===== config.mk =====
export PLATFORM = sky130hd
export DESIGN_NAME = device_liveness_table
export DESIGN_NICKNAME = d
export VERILOG_FILES = /design/src/rtl/dlt_pkg.sv /design/src/rtl/dlt_mem.sv /design/src/rtl/dlt_ctrl.sv /design/src/rtl/device_liveness_table.sv
export VERILOG_INCLUDE_DIRS = /design/src /design/src/rtl
export SDC_FILE = /design/constraint.sdc
export NUM_CORES = 2
export LEC_CHECK = 0
export BUFFER_PORTS_ARGS = -buffer_cell sky130_fd_sc_hd__buf_2
export CORE_MARGIN = 1.5
export CORE_UTILIZATION = 50
export CTS_BUF_LIST = sky130_fd_sc_hd__clkbuf_4 sky130_fd_sc_hd__clkbuf_8
export DETAILED_ROUTE_END_ITERATION = 8
export PLACE_DENSITY = 0.66
export SLEW_MARGIN = 10
export SYNTH_ARGS = -nofsm -noshare
export SYNTH_HDL_FRONTEND = slang
export SYNTH_SLANG_ARGS = --single-unit
export TNS_END_PERCENT = 50

===== constraint.sdc =====
create_clock -name clk_i -period 14.1 [get_ports clk_i]
set_input_delay 1.41 -clock clk_i [delete_from_list [all_inputs] [get_ports clk_i]]
set_output_delay 1.41 -clock clk_i [all_outputs]
set_load 0.1 [all_outputs]

===== src/rtl/assert_macros.svh =====
// Assertion macros for the liveness table RTL; included by dlt_ctrl only.
// Depends on nothing; define ASSERT_OFF to compile the checks out.
`ifndef ASSERT_MACROS_SVH
`define ASSERT_MACROS_SVH
`ifndef ASSERT_OFF
`define DLT_ASSERT(name, clk, rst_n, prop, msg) \
  name: assert property (@(posedge clk) disable iff (!rst_n) (prop)) else $error(msg);
`define DLT_ASSERT_NEVER(name, clk, rst_n, expr, msg) \
  name: assert property (@(posedge clk) disable iff (!rst_n) !(expr)) else $error(msg);
`else
`define DLT_ASSERT(name, clk, rst_n, prop, msg)
`define DLT_ASSERT_NEVER(name, clk, rst_n, expr, msg)
`endif
`endif


===== src/rtl/dlt_pkg.sv =====
// Types and codes of the device liveness table.
// Used by dlt_mem, dlt_ctrl and device_liveness_table; depends on nothing.
package dlt_pkg;

  localparam logic [2:0] CMD_APPEND  = 3'd0;
  localparam logic [2:0] CMD_ADD     = 3'd1;
  localparam logic [2:0] CMD_REFRESH = 3'd2;
  localparam logic [2:0] CMD_DELETE  = 3'd3;
  localparam logic [2:0] CMD_LIST    = 3'd4;

  localparam logic [2:0] ST_REFRESHED = 3'd0;
  localparam logic [2:0] ST_ADDED     = 3'd1;
  localparam logic [2:0] ST_NOT_FOUND = 3'd2;
  localparam logic [2:0] ST_DELETED   = 3'd3;
  localparam logic [2:0] ST_FULL      = 3'd4;
  localparam logic [2:0] ST_ENTRY     = 3'd5;
  localparam logic [2:0] ST_END       = 3'd6;

  localparam logic [15:0] AGE_LIMIT_RST = 16'd60;

  typedef struct packed {
    logic [2:0]  cmd;
    logic [31:0] ip_address;
    logic [7:0]  sensor_code;
    logic [31:0] now;
  } dlt_item_t;

  typedef struct packed {
    logic [2:0]  status;
    logic [31:0] out_ip;
    logic [7:0]  out_sensor;
    logic [4:0]  entry_count;
    logic        last_result;
  } dlt_result_t;

  typedef struct packed {
    logic [31:0] ip;
    logic [7:0]  sensor;
    logic [31:0] seen;
  } dlt_entry_t;

endpackage


===== src/rtl/dlt_mem.sv =====
// Entry store of the liveness table: one write port, one registered read port.
// Depends on dlt_pkg for the entry type.
module dlt_mem #(
  parameter int unsigned DEPTH = 16
) (
  input  logic                       clk_i,
  input  logic                       rd_en_i,
  input  logic [$clog2(DEPTH)-1:0]   rd_addr_i,
  output dlt_pkg::dlt_entry_t        rd_data_o,
  input  logic                       wr_en_i,
  input  logic [$clog2(DEPTH)-1:0]   wr_addr_i,
  input  dlt_pkg::dlt_entry_t        wr_data_i
);

  dlt_pkg::dlt_entry_t mem_q [DEPTH];
  dlt_pkg::dlt_entry_t rd_data_q;

  always_ff @(posedge clk_i) begin
    if (wr_en_i) begin
      mem_q[wr_addr_i] <= wr_data_i;
    end
    if (rd_en_i) begin
      rd_data_q <= mem_q[rd_addr_i];
    end
  end

  assign rd_data_o = rd_data_q;

endmodule


===== src/rtl/dlt_ctrl.sv =====
// Command sequencer of the liveness table: scans, rewrites and compacts the
// entry store one entry per cycle. Depends on dlt_pkg and assert_macros.svh.
`include "assert_macros.svh"

module dlt_ctrl #(
  parameter int unsigned DEPTH = 16
) (
  input  logic                       clk_i,
  input  logic                       rst_ni,
  input  logic                       start_i,
  input  dlt_pkg::dlt_item_t         item_i,
  output logic                       busy_o,
  input  logic [15:0]                age_limit_i,
  output logic                       result_valid_o,
  output dlt_pkg::dlt_result_t       result_o,
  output logic                       rd_en_o,
  output logic [$clog2(DEPTH)-1:0]   rd_addr_o,
  input  dlt_pkg::dlt_entry_t        rd_data_i,
  output logic                       wr_en_o,
  output logic [$clog2(DEPTH)-1:0]   wr_addr_o,
  output dlt_pkg::dlt_entry_t        wr_data_o
);

  localparam int unsigned IW = $clog2(DEPTH);
  localparam int unsigned CW = $clog2(DEPTH + 1);
  localparam logic [CW-1:0] DepthC = CW'(DEPTH);

  localparam logic [2:0] S_IDLE  = 3'd0;
  localparam logic [2:0] S_SCAN  = 3'd1;
  localparam logic [2:0] S_SHIFT = 3'd2;
  localparam logic [2:0] S_AGE   = 3'd3;
  localparam logic [2:0] S_EMIT  = 3'd4;

  logic [2:0]           state_q, state_d;
  dlt_pkg::dlt_item_t   item_q, item_d;
  logic [CW-1:0]        count_q, count_d;
  logic [CW-1:0]        scan_q, scan_d;
  logic [CW-1:0]        wr_q, wr_d;
  logic                 pend_q, pend_d;
  logic [IW-1:0]        pend_idx_q, pend_idx_d;
  logic                 res_valid_q, res_valid_d;
  dlt_pkg::dlt_result_t res_q, res_d;

  logic                 more_rd;
  logic                 rd_en;
  logic                 wr_en;
  logic [IW-1:0]        wr_addr;
  dlt_pkg::dlt_entry_t  wr_data;
  logic [31:0]          age;
  logic                 keep;
  logic [31:0]          cnt_wide;

  assign more_rd = scan_q < count_q;
  assign age     = item_q.now - rd_data_i.seen;
  assign keep    = age <= {16'd0, age_limit_i};

  always_comb begin
    state_d     = state_q;
    item_d      = item_q;
    count_d     = count_q;
    scan_d      = scan_q;
    wr_d        = wr_q;
    pend_d      = 1'b0;
    pend_idx_d  = pend_idx_q;
    res_valid_d = 1'b0;
    res_d       = res_q;
    rd_en       = 1'b0;
    wr_en       = 1'b0;
    wr_addr     = pend_idx_q;
    wr_data     = rd_data_i;
    cnt_wide    = '0;

    // Every working state streams reads through the table in order; the data
    // comes back in the next cycle, tagged by pend_q and pend_idx_q.
    if (state_q != S_IDLE && more_rd) begin
      rd_en      = 1'b1;
      scan_d     = scan_q + CW'(1);
      pend_d     = 1'b1;
      pend_idx_d = scan_q[IW-1:0];
    end

    case (state_q)
      S_IDLE: begin
        if (start_i) begin
          item_d = item_i;
          scan_d = '0;
          wr_d   = '0;
          case (item_i.cmd)
            dlt_pkg::CMD_APPEND: begin
              res_valid_d = 1'b1;
              res_d       = '0;
              res_d.status      = dlt_pkg::ST_FULL;
              res_d.last_result = 1'b1;
              if (count_q != DepthC) begin
                wr_en        = 1'b1;
                wr_addr      = count_q[IW-1:0];
                wr_data.ip     = item_i.ip_address;
                wr_data.sensor = item_i.sensor_code;
                wr_data.seen   = item_i.now;
                count_d      = count_q + CW'(1);
                res_d.status = dlt_pkg::ST_ADDED;
              end
            end
            dlt_pkg::CMD_ADD, dlt_pkg::CMD_REFRESH, dlt_pkg::CMD_DELETE: begin
              state_d = S_SCAN;
            end
            dlt_pkg::CMD_LIST: begin
              state_d = S_AGE;
            end
            default: ;
          endcase
        end
      end

      S_SCAN: begin
        if (pend_q && rd_data_i.ip == item_q.ip_address) begin
          pend_d = 1'b0;
          if (item_q.cmd == dlt_pkg::CMD_DELETE) begin
            // Later entries move down by one, starting right after the match.
            state_d = S_SHIFT;
            scan_d  = CW'(pend_idx_q) + CW'(1);
          end else begin
            state_d      = S_IDLE;
            wr_en        = 1'b1;
            wr_addr      = pend_idx_q;
            wr_data.seen = item_q.now;
            res_valid_d  = 1'b1;
            res_d        = '0;
            res_d.status      = dlt_pkg::ST_REFRESHED;
            res_d.last_result = 1'b1;
          end
        end else if (!pend_q && !more_rd) begin
          state_d     = S_IDLE;
          res_valid_d = 1'b1;
          res_d       = '0;
          res_d.status      = dlt_pkg::ST_NOT_FOUND;
          res_d.last_result = 1'b1;
          if (item_q.cmd == dlt_pkg::CMD_ADD) begin
            res_d.status = dlt_pkg::ST_FULL;
            if (count_q != DepthC) begin
              wr_en          = 1'b1;
              wr_addr        = count_q[IW-1:0];
              wr_data.ip     = item_q.ip_address;
              wr_data.sensor = item_q.sensor_code;
              wr_data.seen   = item_q.now;
              count_d        = count_q + CW'(1);
              res_d.status   = dlt_pkg::ST_ADDED;
            end
          end
        end
      end

      S_SHIFT: begin
        if (pend_q) begin
          wr_en   = 1'b1;
          wr_addr = pend_idx_q - IW'(1);
        end else if (!more_rd) begin
          state_d     = S_IDLE;
          count_d     = count_q - CW'(1);
          res_valid_d = 1'b1;
          res_d       = '0;
          res_d.status      = dlt_pkg::ST_DELETED;
          res_d.last_result = 1'b1;
        end
      end

      S_AGE: begin
        if (pend_q) begin
          if (keep) begin
            wr_en   = 1'b1;
            wr_addr = wr_q[IW-1:0];
            wr_d    = wr_q + CW'(1);
          end
        end else if (!more_rd) begin
          state_d = S_EMIT;
          count_d = wr_q;
          scan_d  = '0;
        end
      end

      S_EMIT: begin
        if (pend_q) begin
          res_valid_d       = 1'b1;
          res_d             = '0;
          res_d.status      = dlt_pkg::ST_ENTRY;
          res_d.out_ip      = rd_data_i.ip;
          res_d.out_sensor  = rd_data_i.sensor;
        end else if (!more_rd) begin
          state_d           = S_IDLE;
          res_valid_d       = 1'b1;
          res_d             = '0;
          res_d.status      = dlt_pkg::ST_END;
          res_d.last_result = 1'b1;
        end
      end

      default: begin
        state_d = S_IDLE;
      end
    endcase

    cnt_wide          = 32'(count_d);
    res_d.entry_count = cnt_wide[4:0];
  end

  always_ff @(posedge clk_i or negedge rst_ni) begin
    if (!rst_ni) begin
      state_q     <= S_IDLE;
      count_q     <= '0;
      scan_q      <= '0;
      wr_q        <= '0;
      pend_q      <= 1'b0;
      pend_idx_q  <= '0;
      res_valid_q <= 1'b0;
    end else begin
      state_q     <= state_d;
      count_q     <= count_d;
      scan_q      <= scan_d;
      wr_q        <= wr_d;
      pend_q      <= pend_d;
      pend_idx_q  <= pend_idx_d;
      res_valid_q <= res_valid_d;
    end
  end

  always_ff @(posedge clk_i) begin
    item_q <= item_d;
    res_q  <= res_d;
  end

  assign busy_o         = state_q != S_IDLE;
  assign result_valid_o = res_valid_q;
  assign result_o       = res_q;
  assign rd_en_o        = rd_en;
  assign rd_addr_o      = scan_q[IW-1:0];
  assign wr_en_o        = wr_en;
  assign wr_addr_o      = wr_addr;
  assign wr_data_o      = wr_data;

  `DLT_ASSERT_NEVER(a_count_bound, clk_i, rst_ni, count_q > DepthC, "entry count above depth")
  `DLT_ASSERT(a_last_idle, clk_i, rst_ni, res_valid_q && res_q.last_result |-> state_q == S_IDLE, "final item result while still busy")
  `DLT_ASSERT(a_wr_in_table, clk_i, rst_ni, wr_en |-> CW'(wr_addr) <= count_q, "write beyond the live entries")
  `DLT_ASSERT(a_entry_from_emit, clk_i, rst_ni, res_valid_q && res_q.status == dlt_pkg::ST_ENTRY |-> $past(state_q) == S_EMIT, "list entry outside the listing pass")

endmodule


===== src/rtl/device_liveness_table.sv =====
// Device liveness table: insertion-ordered table of device entries with
// ageing. Depends on dlt_pkg, dlt_ctrl and dlt_mem.
//
// Usage: present a command item on item_i with start_i high while busy_o is
// low; the item is taken at that clock edge. Results appear on result_o for
// one cycle each, flagged by result_valid_o; the last result of an item has
// last_result set. The receiver cannot hold results back, so every result
// is simply taken in the cycle it is shown.
// Command flow:
//   append: one result the cycle after start, ready again at once.
//   add-or-refresh and refresh: a search that stops at the first match.
//   delete: search, then shift the later entries down, one entry a cycle;
//   a miss ends with a not-found result.
//   list: ageing pass, then one result a cycle per kept entry, then end.
// The entry store has a single read and a single write port and is walked one
// entry per cycle. Unused command codes are taken and give no result. The user
// writes the age limit through cfg_we_i/cfg_wdata_i while the block is idle;
// the block itself does not enforce this.
// Reset empties the table and sets the age limit to 60; no clearing pass runs.
module device_liveness_table #(
  parameter int unsigned TABLE_DEPTH = 16
) (
  input  logic                 clk_i,
  input  logic                 rst_ni,
  input  logic                 start_i,
  input  dlt_pkg::dlt_item_t   item_i,
  output logic                 busy_o,
  output logic                 result_valid_o,
  output dlt_pkg::dlt_result_t result_o,
  input  logic                 cfg_we_i,
  input  logic [15:0]          cfg_wdata_i
);

  localparam int unsigned IW = $clog2(TABLE_DEPTH);

  logic [15:0]         age_limit_q;
  logic                rd_en;
  logic [IW-1:0]       rd_addr;
  dlt_pkg::dlt_entry_t rd_data;
  logic                wr_en;
  logic [IW-1:0]       wr_addr;
  dlt_pkg::dlt_entry_t wr_data;

  always_ff @(posedge clk_i or negedge rst_ni) begin
    if (!rst_ni) begin
      age_limit_q <= dlt_pkg::AGE_LIMIT_RST;
    end else if (cfg_we_i) begin
      age_limit_q <= cfg_wdata_i;
    end
  end

  dlt_ctrl #(
    .DEPTH (TABLE_DEPTH)
  ) u_ctrl (
    .clk_i          (clk_i),
    .rst_ni         (rst_ni),
    .start_i        (start_i),
    .item_i         (item_i),
    .busy_o         (busy_o),
    .age_limit_i    (age_limit_q),
    .result_valid_o (result_valid_o),
    .result_o       (result_o),
    .rd_en_o        (rd_en),
    .rd_addr_o      (rd_addr),
    .rd_data_i      (rd_data),
    .wr_en_o        (wr_en),
    .wr_addr_o      (wr_addr),
    .wr_data_o      (wr_data)
  );

  dlt_mem #(
    .DEPTH (TABLE_DEPTH)
  ) u_mem (
    .clk_i     (clk_i),
    .rd_en_i   (rd_en),
    .rd_addr_i (rd_addr),
    .rd_data_o (rd_data),
    .wr_en_i   (wr_en),
    .wr_addr_i (wr_addr),
    .wr_data_i (wr_data)
  );

endmodule

======== Word-level counts from Yosys, hierarchy flattened ========
Memories as Yosys holds them, arrays and structs flattened. A register that Yosys moved wholly into a read port is not among the register bits.
Index checks and enable logic that the tools add are counted.
cells by class
  equality and inequality tests ........... 26
  divide/modulo/power cells ............... 0
  multipliers ............................. 0
  mux-type cells .......................... 88
  magnitude comparators ................... 2
  add/sub/neg operators ................... 7
  reduce and logical (&&, ||, !) cells .... 16
  shifts and indexed selects .............. 0
  bitwise operators ....................... 0
operators with widths
  kind                                                             number
  49-bit 2-to-1 mux                                                9
  72-bit 2-to-1 mux                                                6
  49-bit case mux with 4 select lines                              1
  72-bit case mux with 2 select lines                              1
  5-bit 2-to-1 mux                                                 19
  32-bit 2-to-1 mux                                                2
  40-bit 2-to-1 mux                                                1
  4-bit 2-to-1 mux                                                 9
  32-bit == test                                                   1
  32-bit by 16-bit <= comparator with 1-bit output                 1
  32-bit subtractor                                                1
  3-bit 2-to-1 mux                                                 9
  1-bit 2-to-1 mux                                                 22
  5-bit case mux with 4 select lines                               1
  2-bit != test, second input constant                             8
  4-bit case mux with 4 select lines                               1
  5-bit by 1-bit adder with 5-bit output, second input constant    3
  3-bit by 2-bit == test with 1-bit output, second input constant  5
  5-bit case mux with 3 select lines                               1
  3-bit case mux with 4 select lines                               1
  5-bit case mux with 2 select lines                               1
  3-bit by 1-bit == test with 1-bit output, second input constant  3
  1-bit case mux with 4 select lines                               2
  8-bit AND reduction                                              1
  other kinds (23)                                                 30
word-level totals
  memory bits (read-only) ................. 0
  register bits ........................... 164
  RAM bits ................................ 1,152
  bits of input ports ..................... 95
  memories ................................ 1
  latch bits .............................. 0
  output and inout port bits .............. 51
memory list
  memory       words  bits a word  rd ports  clocked after memory_dff  wr ports  line           text
  u_mem.mem_q  16     72           1         1                         1         dlt_mem.sv:15  dlt_pkg::dlt_entry_t mem_q [DEPTH];

======== Depth between registers and ports, before layout ========
  depth in word-level cells ............... 8
  mapped depth ............................ 22

======== By module ========
Synthesis repeated with hierarchy kept, for this count alone.
second synthesis, totals
  cell total of the unflattened synthesis .. 2,943
  area total of the unflattened synthesis .. 56,133.8 sq um
by module, submodules not included
  module                 area each (sq um)  instances  cells each
  dlt_mem                45,272.2           1          1,850
  dlt_ctrl               10,207.3           1          1,059
  device_liveness_table  654.4              1          34

======== Least setup slack after synthesis ========
Ideal clock, no wire load.
  path type ............................... flip-flop to flip-flop
  start point ............................. reg, netlist name u_mem.rd_data_o[0]
  end point ............................... mem u_mem.mem_q[1][0] (netlist bit), enable pin
  setup slack ............................. 6.241 ns
  cell stages (with the launch flop) ...... 21
  period minus slack after synthesis ...... 7.859 ns
  path buffers ............................ 1
  arrival time ............................ 7.356 ns
  cells stage by stage .................... edfxtp_1 -> ha_1 -> fa_1 -> nor2b_1 -> o2111a_1 -> o21ai_1 -> nand2_1 -> a21oi_1 -> xnor2_1 -> ha_1 -> nand4_1 -> nor4_1 -> nand4_1 -> a32o_1 -> a2111oi_0 -> and4_1 -> and4_1 -> buf_6 -> mux2_4 -> or3_4 -> nor2_1
on the way
  cells in the longest elaborated chain, start to end .. 7
RTL lines
  item                                                line             text
  32-bit subtractor *                                 dlt_ctrl.sv:54   assign age = item_q.now - rd_data_i.seen;
  32-bit by 16-bit <= comparator with 1-bit output *  dlt_ctrl.sv:55   assign keep = age <= {16'd0, age_limit_i};
  1-bit 2-to-1 mux                                    dlt_ctrl.sv:169  if (keep) begin
  1-bit 2-to-1 mux                                    dlt_ctrl.sv:168  if (pend_q) begin
  1-bit case mux with 4 select lines                  dlt_ctrl.sv:82   case (state_q)
  1-bit 2-to-1 mux                                    dlt_mem.sv:19    if (wr_en_i) begin
  1-bit 2-to-1 mux (implied by the code)              dlt_mem.sv:20    mem_q[wr_addr_i] <= wr_data_i;
  end, declared                                       dlt_mem.sv:15
Every way passes the cells marked *; elsewhere a longest branch is shown, timed or not.

======== Worst setup path after layout ========
  start point ............................. reg u_ctrl.item_q[4] (netlist bit)
  end point ............................... mem u_mem.mem_q[11][39] (netlist bit), enable pin
on the way
  cells in the longest elaborated chain, start to end .. 7
RTL lines
  item                                                line             text
  start, declared                                     dlt_ctrl.sv:35   dlt_pkg::dlt_item_t item_q, item_d;
  start signal, assigned                              dlt_ctrl.sv:227  item_q <= item_d;
  32-bit subtractor *                                 dlt_ctrl.sv:54
  32-bit by 16-bit <= comparator with 1-bit output *  dlt_ctrl.sv:55
  1-bit 2-to-1 mux                                    dlt_ctrl.sv:169
  1-bit 2-to-1 mux                                    dlt_ctrl.sv:168
  1-bit case mux with 4 select lines                  dlt_ctrl.sv:82
  1-bit 2-to-1 mux                                    dlt_mem.sv:19
  1-bit 2-to-1 mux (implied by the code)              dlt_mem.sv:20
Marked as above.

==> impl_metrics.yaml <==
outcome:
  status: "complete, no violations"
die:
  dieHeight_um: 338
  start_util: 0.505
  die_w_um: 338
  ioPinCount: 146
  die-area_um2: 114000
  rows: 122
  core_area_um2: 111000
placement:
  dp.final_hpwl_um: 79500
  port_buffers: 145
  placed_area_um2: 58700
  place_congestion: 0.886
synthesis:
  synth_top_area_cell: "edfxtp_1"
  synth_fp_nets: 3010
  ys_ff_latch: 1388
  synth_compound_area_frac: 0.0385
  seq_area_frac_synth: 0.739
  synth.most_common_cell: "edfxtp_1"
  synth_top_family_by_area: "multiplexers"
  ys_top_cells_by_count: "1343 x edfxtp_1, 360 x mux4_2, 173 x nand2_1"
  synth_ff_type: "edfxtp_1"
  synth_edf_count: 1343
  postSynthCellCount: 2857
  synth.top_cell.area_share: 0.719
  ys_async_sr_fraction: 0.0288
  syn_area_um2: 56100
  synth_area_leaders: "edfxtp_1 72%, mux4_2 14%, dfrtp_1 1.6%"
  synthSimpleGateAreaFrac: 0.0363
  synthXorXnorAreaFrac: 0.00968
  synth.distinct_cells: 79
  syn_area_per_cell_um2: 19.6
  yosys_warnings: 0
  synthMuxAreaShare: 0.147
  synth_fa_ha_area_frac: 0.0131
cts:
  insertion_delay_ps: 870
  clkSinkCount: 1388
  cts_max_level: 4
  root_buffer: "clkbuf_8"
  postCtsSetupBuffers: 0
  ctsResizeCount: 0
  cts_tree: "done"
  ctsHoldBuffers: 0
  numCtsBuffers: 213
  clk_path_buf_depth: 3
  clk_pin_slew_worst_paths_ps: 60
power:
  p_leak_nw: 20.6
  seqPwrFrac: 0.439
  power.total_w: 0.0142
  clkPwrFrac: 0.229
  combPwrFrac: 0.332
  switching_share: 0.356
  internal_power_w: 0.00916
  p_sw_w: 0.00507
  ir_drop_mv: 0.234
  p_per_area_nw_per_um2: 226
final_layout:
  postLayoutCellArea_um2: 62900
  post-route-util: 0.567
  area_delta_synth_final_pct: 12.1
  num-fill-cells: 8196
  drive_above_1_share: 0.284
  final_nets: 3287
sta:
  timing.fmax_mhz: 128
  finClkSkew_ps: 54.9
  drv_slew: 0
  finalCritPeriodShare: 0.554
  min_period_ps: 7820
  hold_violations: 0
  slew_headroom: 0.156
  worst_pin_slew_ps: 1250
  setup_tns_ps: 0
  setup_viol: 0
  rsz0062_at_grt: "false"
detailed_routing:
  first_pass_iters: 8
  drc: 0
  antenna_left: 0
  finalWirelength_um: 135000
  wl_per_cell_um: 28.2
  viasPerCell: 6.11
  num_vias: 29299
  drt-initial-drc-count: 3184
global_routing:
  grt_pass1_wl_um: 201000
  grt.overflow.total: 0
  grtUsageTotal: 0.242
  grt_pass1_vias: 30266
  grt_max_degree: 110
  antenna_found_initial: 3
setup_path:
  crit-reg2reg-capture: "u_mem.mem_q[11][39]"
  required_ps: 14560
  r2r_slack_ps: 6280
  crit_chain: "ha_1 -> a21o_1 -> a21o_1 -> o21ai_1 -> nand2_1 -> a21oi_1 -> xnor2_1 -> ha_1 -> nand4_1 -> nor4_1 -> nand4_1 -> a32o_1 -> a2111oi_0 -> and4_1 -> and4_1 -> mux2_4 -> nand4bb_1 -> nor2_4 -> buf_4"
  r2r_start: "u_ctrl.item_q[4]"
  crit_type: "reg -> reg"
  cp-end-kind: "flip-flop"
  r2r_cells: 19
  path_max_fanout: 51
  arrival_ps: 8270
  crit_start: "u_ctrl.item_q[4]"
  startpoint_type: "flip-flop"
  crit_slowest_cell: "nor2_4"
  max_stage_delay_ps: 910
hold_path:
  holdPathStages: 2
  min_to: "age_limit_q[2]"
  hold_path.class: "reg -> reg"
  min_from: "age_limit_q[2]"
job:
  max_cap_viol_count: 0
[power groups by stage]
stage	Sequential [W]	Clock, W	Combinational (W)
floorplan	0.00670	0	0.00280
global placement	0.00630	0	0.00465
detailed placement	0.00633	0	0.00475
CTS	0.00625	0.00332	0.00477
global route	0.00631	0.00349	0.00509
finish	0.00625	0.00325	0.00473
[placed cells by master (no fill, tap or decap), types with 26 or more instances in the layout]
master    count
clkbuf_8    219
clkinv_2     34
ha_1         57
mux4_2      360
inv_1       101
a22oi_1      43
clkinv_1     61
xnor2_1      43
o21ai_0      72
nor2_1       53
edfxtp_1   1343
dfrtp_1      32
buf_2       145
a222oi_1     32
and2_1       45
nand2_1     172
nand4_1      26
clkbuf_4     52
buf_4        54
a21oi_1      59
[worst max-delay path: cells and delay by family (launching register included)]
family / cells / cell delay (ps)
compound gates: 6 / 1640
fa+ha+maj: 2 / 660
xor+xnor: 1 / 90
flops: 1 / 400
buf+inv: 1 / 910
mux: 1 / 370
simple gates: 8 / 3280
[state kept, by name, indices dropped and copies added, names as in the netlist]
signal and flops:
u_ctrl.result_o 49, age_limit_q 16, u_ctrl.scan_q 5, u_mem.rd_data_o 72
u_ctrl.result_valid_o 1, u_ctrl.item_q 75, u_ctrl.pend_q 1, u_ctrl.wr_q 5
u_ctrl.state_q 3, u_ctrl.pend_idx_q 4, u_mem.mem_q 1152, u_ctrl.count_q 5
[routing by layer]
layer	vias up	routed length (um)	track usage
met3	191	9420	0.0436
met2	1276	65500	0.382
li1	12335	-	-
met1	15497	57400	0.349
met4	0	2910	0.0708
met5	-	0	0
[stage by stage]
step / setup WS [ps] / std cells / hold slack (ps)
3_3_place_gp: 6640 / 4407 / 506
5_1_grt: 5850 / 4791 / 563
4_1_cts: 6390 / 4790 / 532
2_1_floorplan: 6240 / 2857 / 480
6_report: 6280 / 4792 / 525
3_5_place_dp: 6420 / 4407 / 522
[how the worst max path moves through the flow]
stage,to,slack (ps),cells past startpoint
after floorplan,u_mem.mem_q[1][0],6240,20
after global placement,u_mem.mem_q[11][45],6640,21
after detailed placement,u_mem.mem_q[11][48],6420,21
after CTS,u_mem.mem_q[11][43],6390,20
after global routing,u_mem.mem_q[11][43],5850,21
final,u_mem.mem_q[11][39],6280,19
[kinds of logic after synthesis]
family / count (synthesis)
compound gates: 314
xor+xnor: 62
fa+ha+maj: 58
buf+inv: 241
flops: 1388
mux: 375
simple gates: 419
[final cells by class]
class / instances / area, um^2 / area share
inverter: 103 / 388 / 0.00617
sequential: 1388 / 41400 / 0.659
multi-input combinational: 1228 / 13900 / 0.221
clock buffer: 271 / 3400 / 0.0541
antenna: 2 / 5.00 / 0.0000796
timing repair buffer: 200 / 1150 / 0.0183
tap: 1488 / 1860 / 0.0296
clock inverter: 112 / 728 / 0.0116
(Power assumes the default switching activity.)
